==> src/design/dmc_pkg.sv <==
// shared constants and types for the direct-mapped cache tag check
package dmc_pkg;

    // address and line geometry
    localparam int ADDR_W     = 32;
    localparam int LINE_COUNT = 16384;
    localparam int IDX_W      = 14;
    localparam int TAG_W      = 32;
    localparam int CNT_W      = 32;

    // register widths and limits
    localparam int CFG_W      = 4;
    localparam int CFG_IDX_W  = 1;
    localparam logic [CFG_W-1:0] OFF_MAX = 4'd8;
    localparam logic [CFG_W-1:0] IDX_MAX = 4'd14;
    localparam logic [CFG_W-1:0] OFF_RESET = 4'd4;
    localparam logic [CFG_W-1:0] IDX_RESET = 4'd8;

    // register indexes
    localparam logic [CFG_IDX_W-1:0] CFG_OFFSET_BITS = 1'd0;
    localparam logic [CFG_IDX_W-1:0] CFG_INDEX_BITS  = 1'd1;

    // tag store entry: valid flag above the tag
    localparam int ENTRY_W = TAG_W + 1;

    // stream widths
    localparam int S_DATA_W = 32;
    localparam int M_DATA_W = 80;

    // one classified access on its way from front to back
    typedef struct packed {
        logic [IDX_W-1:0] line_index;
        logic [TAG_W-1:0] tag;
    } dmc_req_t;

endpackage

==> src/design/dmc_front.sv <==
// front end: geometry registers, address split and request queue
module dmc_front import dmc_pkg::*; (
    input  logic                 aclk,
    input  logic                 aresetn,
    input  logic                 cfg_wr_en,
    input  logic [CFG_IDX_W-1:0] cfg_index,
    input  logic [CFG_W-1:0]     cfg_wdata,
    input  logic                 s_tvalid,
    output logic                 s_tready,
    input  logic [ADDR_W-1:0]    s_address,
    input  logic                 clear_busy,
    output logic                 q_valid,
    output dmc_req_t             q_req,
    input  logic                 q_pop
);

    logic [CFG_W-1:0] offset_bits_reg;
    logic [CFG_W-1:0] index_bits_reg;
    logic [CFG_W-1:0] off_eff;
    logic [CFG_W-1:0] ib_eff;
    logic [CFG_W:0]   tag_shift;
    logic [ADDR_W-1:0] shifted;
    logic [IDX_W-1:0] idx_mask;
    dmc_req_t         new_req;

    dmc_req_t q_mem_reg [2];
    logic     wr_ptr_reg;
    logic     rd_ptr_reg;
    logic [1:0] count_reg;
    logic     push;

    // geometry registers
    always_ff @(posedge aclk) begin
        if (!aresetn) begin
            offset_bits_reg <= OFF_RESET;
            index_bits_reg  <= IDX_RESET;
        end else if (cfg_wr_en) begin
            case (cfg_index)
                CFG_OFFSET_BITS: offset_bits_reg <= cfg_wdata;
                CFG_INDEX_BITS:  index_bits_reg  <= cfg_wdata;
                default: ;
            endcase
        end
    end

    // clamp geometry and split the address into line index and tag
    always_comb begin
        off_eff   = (offset_bits_reg > OFF_MAX) ? OFF_MAX : offset_bits_reg;
        ib_eff    = (index_bits_reg > IDX_MAX) ? IDX_MAX : index_bits_reg;
        tag_shift = {1'b0, off_eff} + {1'b0, ib_eff};
        shifted   = s_address >> off_eff;
        idx_mask  = {IDX_W{1'b1}} >> (IDX_MAX - ib_eff);
        new_req.line_index = shifted[IDX_W-1:0] & idx_mask;
        new_req.tag        = s_address >> tag_shift;
    end

    // two-entry queue toward the back end
    assign s_tready = !clear_busy && (count_reg != 2'd2);
    assign push     = s_tvalid && s_tready;
    assign q_valid  = (count_reg != 2'd0);
    assign q_req    = q_mem_reg[rd_ptr_reg];

    always_ff @(posedge aclk) begin
        if (push) begin
            q_mem_reg[wr_ptr_reg] <= new_req;
        end
    end

    always_ff @(posedge aclk) begin
        if (!aresetn) begin
            wr_ptr_reg <= 1'b0;
            rd_ptr_reg <= 1'b0;
            count_reg  <= 2'd0;
        end else begin
            if (push) begin
                wr_ptr_reg <= ~wr_ptr_reg;
            end
            if (q_pop) begin
                rd_ptr_reg <= ~rd_ptr_reg;
            end
            case ({push, q_pop})
                2'b10:   count_reg <= count_reg + 2'd1;
                2'b01:   count_reg <= count_reg - 2'd1;
                default: count_reg <= count_reg;
            endcase
        end
    end

endmodule

==> config.mk <==
export PLATFORM = sky130hd
export DESIGN_NAME = dmc_front
export DESIGN_NICKNAME = d
export VERILOG_FILES = /design/src/design/dmc_pkg.sv /design/src/design/dmc_front.sv
export SDC_FILE = /design/constraint.sdc
export NUM_CORES = 1
export LEC_CHECK = 0
export ABC_AREA = 1
export BUFFER_PORTS_ARGS = -buffer_cell sky130_fd_sc_hd__buf_2
export CORE_ASPECT_RATIO = 1.25
export CORE_UTILIZATION = 55
export CTS_CLUSTER_SIZE = 20
export DETAILED_ROUTE_END_ITERATION = 8
export PLACE_DENSITY_LB_ADDON = 0.12
export SYNTH_ARGS = -nofsm -noshare
export SYNTH_HDL_FRONTEND = slang
export SYNTH_SLANG_ARGS = --single-unit
==> constraint.sdc <==
create_clock -name aclk -period 5 [get_ports aclk]
set_input_delay 1.5 -clock aclk [delete_from_list [all_inputs] [get_ports aclk]]
set_output_delay 1.5 -clock aclk [all_outputs]
set_load 0.01 [all_outputs]
; Word level (Yosys, flattened, before mapping)
; Memories as Yosys holds them, arrays and structs flattened. A register that Yosys moved wholly into a read port is not among the register bits.
; Index checks and enable logic that the tools add are counted.
[op_classes]
n_reduce_logical = 7
n_bitwise = 4
n_shift = 3
add_sub_neg = 4
n_eq_ne = 3
muxes = 7
magnitude_cmp = 2
[ops]
columns = cell, n
row1 = 32-bit by 4-bit right shift with 14-bit output, 1
row2 = 32-bit by 5-bit right shift with 32-bit output, 1
row3 = 14-bit AND, 1
row4 = 14-bit by 4-bit right shift with 14-bit output (first input constant), 1
row5 = 4-bit greater-than comparator (second input constant), 2
row6 = 4-bit 2-to-1 mux, 2
row7 = 4-bit by 4-bit adder with 5-bit output, 1
row8 = 1-bit 2-to-1 mux, 4
row9 = 2-bit case mux with 2 select lines, 1
row10 = 2-bit AND reduction, 2
row11 = 2-bit nonzero test, 2
row12 = 4-bit subtractor (first input constant), 1
row13 = 1-bit inverter, 3
row14 = 2-bit by 1-bit adder with 2-bit output (second input constant), 1
row15 = 2-bit by 1-bit equality test with 1-bit output (second input constant), 1
row16 = 2-bit equality test (second input constant), 1
row17 = 1-bit logical AND, 2
row18 = 2-bit inequality test (second input constant), 1
row19 = 2-bit by 1-bit subtractor with 2-bit output (second input constant), 1
row20 = 1-bit zero test, 1
[word_totals]
memories = 1
register_bits = 12
mem_bits_rw = 92
output_inout_bits = 48
wordCells = 36
[mem_list]
columns = memory, words, word_bits, rd, rd_ports_with_merged_regs, write_ports, line_no
row1 = q_mem_reg, 2, 46, 1, 1, 1, dmc_front.sv:26  ; dmc_req_t q_mem_reg [2];

; Longest topological paths before layout
[logic_depth]
word_depth = 5
depth_mapped = 15
depth_no_buf = 14

; Worst setup path before layout
; No wires, ideal clock.
[synth_timing]
path_kind = input-to-reg
from = in clear_busy
to = mem q_mem_reg[0][0] (netlist bit), enable pin
slack_ns = 0.677
t_arrival_ns = 3.873
cell_stages = 3
path_buffers = 0
cell_sequence = a21oi_1 nand2_1 nor2_1
[synth_between]
elab_chain_cells = 5
[synth_rtl]
columns = item, line_no
row1 = "start, declared", dmc_front.sv:11  ; input logic clear_busy,
row2 = 1-bit zero test, dmc_front.sv:58  ; assign s_tready = !clear_busy && (count_reg != 2'd2);
row3 = 1-bit logical AND, dmc_front.sv:58
row4 = 1-bit logical AND, dmc_front.sv:59  ; assign push = s_tvalid && s_tready;
row5 = 1-bit 2-to-1 mux, dmc_front.sv:64  ; if (push) begin
row6 = 1-bit 2-to-1 mux (not written as such), dmc_front.sv:65  ; q_mem_reg[wr_ptr_reg] <= new_req;
row7 = "end, declared", dmc_front.sv:26
; No other way between the ends.

==> flow_summary.toml <==
[outcome]
outcome = "completed"

[synthesis]
synthCells = 782
avgSynthCellArea_um2 = 8.659
synth_top_cell_by_area = "edfxtp_1"
synth_area_leaders = "edfxtp_1 41%, nand3_1 16%, mux2_2 7.6%"
synth_edf_count = 92
ys_seq_area_share_pct = 44.64
syn_nets = 835
synth_top_area_share_pct = 40.80
async_flop_share_pct = 0
netlist_area_um2 = 6771
synth_warnings = 0
ys_ff_latch = 105
synth_cell_types = 41
synthFlopType = "edfxtp_1"

[setup_path]
critPathKind = "reg -> reg"
cp-startpoint = "offset_bits_reg[3]"
r2r_start = "offset_bits_reg[3]"
end_kind = "register"
cp-start-kind = "register"
required_ns = 5.10
crit_path_end = "q_mem_reg[0][6]"
r2r_slack_ns = 1.23
critPathArrivalTime_ns = 3.87
r2r-end = "q_mem_reg[0][6]"
ff2ff_path_depth = 11
path_max_fanout = 33

[route]
dr.first_iter.drc_count = 600
vias = 5971
drc_errors = 0
wl_per_cell_um = 18.91
first_pass_iters = 6
ant_nets = 0
wl_um = 19020
routed_via_density = 5.935

[clock_tree]
cts-resized-gates = 0
root_buffer = "clkbuf_16"
ctsHoldBuffers = 0
path_clk_slew_ns = 0.08
cts_tree = "yes"
clk_path_buf_depth = 2
clock_latency_ns = 0.35
cts_made_buffers = 9
cts.sinks = 105
h-tree-depth = 3
post-cts-setup-buffers = 0

[floorplanning]
dieHeight_um = 126.1
coreArea_um2 = 11780
die_area_um2 = 12760
start_util_pct = 57.48
io_pins = 91
rows = 44
die_w_um = 101.2

[global_routing]
antenna_found_initial = 0
grt_pass1_vias = 5833
grt_use_total_pct = 30.66
grt_first_pass_wirelength_um = 29760
gr-total-overflow = 0
grt_max_degree = 47

[timing]
hold_viol = 0
rsz0062_at_grt = "false"
setup_viol = 0
tightest_slew_ns = 1.176
fmax_mhz = 265.5
setup_tns_ns = 0
clock_skew_ns = 0.01029
fin_crit_sh_pct = 75.34
slew_violations = 0
slew-limit-headroom_pct = 21.57
final.min_clock_period_ns = 3.767

[placed_design]
postPlaceCellArea_um2 = 7222
port_buffers = 90
hpwl_um = 14190
gp_congestion = 0.9466

[power_and_ir_drop]
ir_drop_mv = 0.2317
p_per_area_nw_per_um2 = 360.4
power_leakage_nw = 3.208

[cells_and_area]
antenna_cells = 0
nNetsFinal = 893
fin_area_um2 = 7540
drive_above_1_share_pct = 24.85
largest_reg_flops = 92
area_growth_pct = 11.35

[flow_run]
cap_violations = 0

[min_path]
min_path_type = "reg -> reg"
[through the flow]
step / utilization [%] / power (mW) / hold WS (ns) / setup slack (ns) / std cells
3_3_place_gp: 61.30 / 1.954 / 0.4693 / 1.351 / 990
4_1_cts: 64.00 / 2.713 / 0.5023 / 1.272 / 1006
6_report: 64.00 / 2.717 / 0.4969 / 1.233 / 1006
3_5_place_dp: 61.30 / 1.970 / 0.4909 / 1.305 / 990
5_1_grt: 64.00 / 2.850 / 0.5220 / 0.9147 / 1006
2_1_floorplan: - / 1.731 / 0.4576 / 0.6775 / 782
[worst min-delay path by stage]
| stage | from | endpoint | slack [ns] | cells past startpoint |
|---|---|---|---|---|
| finish | offset_bits_reg[1] | offset_bits_reg[1] | 0.50 | 2 |
| global route | count_reg[1] | count_reg[1] | 0.52 | 2 |
| CTS | offset_bits_reg[1] | offset_bits_reg[1] | 0.50 | 2 |
| detailed placement | offset_bits_reg[1] | offset_bits_reg[1] | 0.49 | 2 |
| global placement | count_reg[1] | count_reg[1] | 0.47 | 2 |
| floorplan | offset_bits_reg[1] | offset_bits_reg[1] | 0.46 | 2 |
[cells in the final DEF, fill, tap and decap left out, drive strengths merged, types with 2 or more instances in the layout]
master,instances
nor2,45
nand3,230
or2,4
o221ai,2
and3,3
edfxtp,92
buf,99
a21oi,13
nand2,143
mux2,46
ha,9
nor4,3
clkbuf,9
o22ai,3
inv,50
dfxtp,13
o21ai,53
clkinv,4
nand4,2
o211ai,7
nor3,5
[synthesized netlist by cell type (13+ instances only)]
library cell / n
a21oi_1: 13
buf_2: 23
clkbuf_1: 15
dfxtp_1: 13
edfxtp_1: 92
inv_1: 42
mux2_2: 46
nand2_1: 130
nand3_1: 211
nand3_2: 19
nor2_1: 44
o21ai_0: 51
[metal layers]
metal,wire length [um],global-route usage [%]
met3,853,3.885
met1,7310,35.37
met2,10230,56.18
met5,0,0
met4,625,12.79
[cells by family after synthesis]
logic type	synth area share, %
adders and majority gates	1.959
AOI/OAI and AO/OA	6.855
buffers and inverters	6.984
xor gates and xnor gates	0.3696
DFF	44.64
muxes	7.798
and+or+nand+nor	31.39
[cell type report]
type	instances	area (um^2)
multi-input cells	577	3298
inverters	48	180.2
clock inverters	7	92.59
clock buffers	9	225.2
repair buffers	99	518.0
fillers	1035	4242
flip-flops and latches	105	3024
well taps	161	201.4
[critical path, cell delays in order (launching register included)]
cell	delay, ns
dfxtp_1	0.66
nand2_1	0.11
nand2_1	0.46
inv_2	0.26
fa_1	0.53
xnor2_2	0.17
inv_1	0.78
nor2_1	0.16
inv_1	0.11
nand2_1	0.07
nand3_1	0.11
nand2_1	0.09
[where the power goes]
group	switching, mW	internal (mW)
logic	0.584	0.288
clock network	0.347	0.403
registers	0.0320	1.06
(Power assumes the default switching activity.)
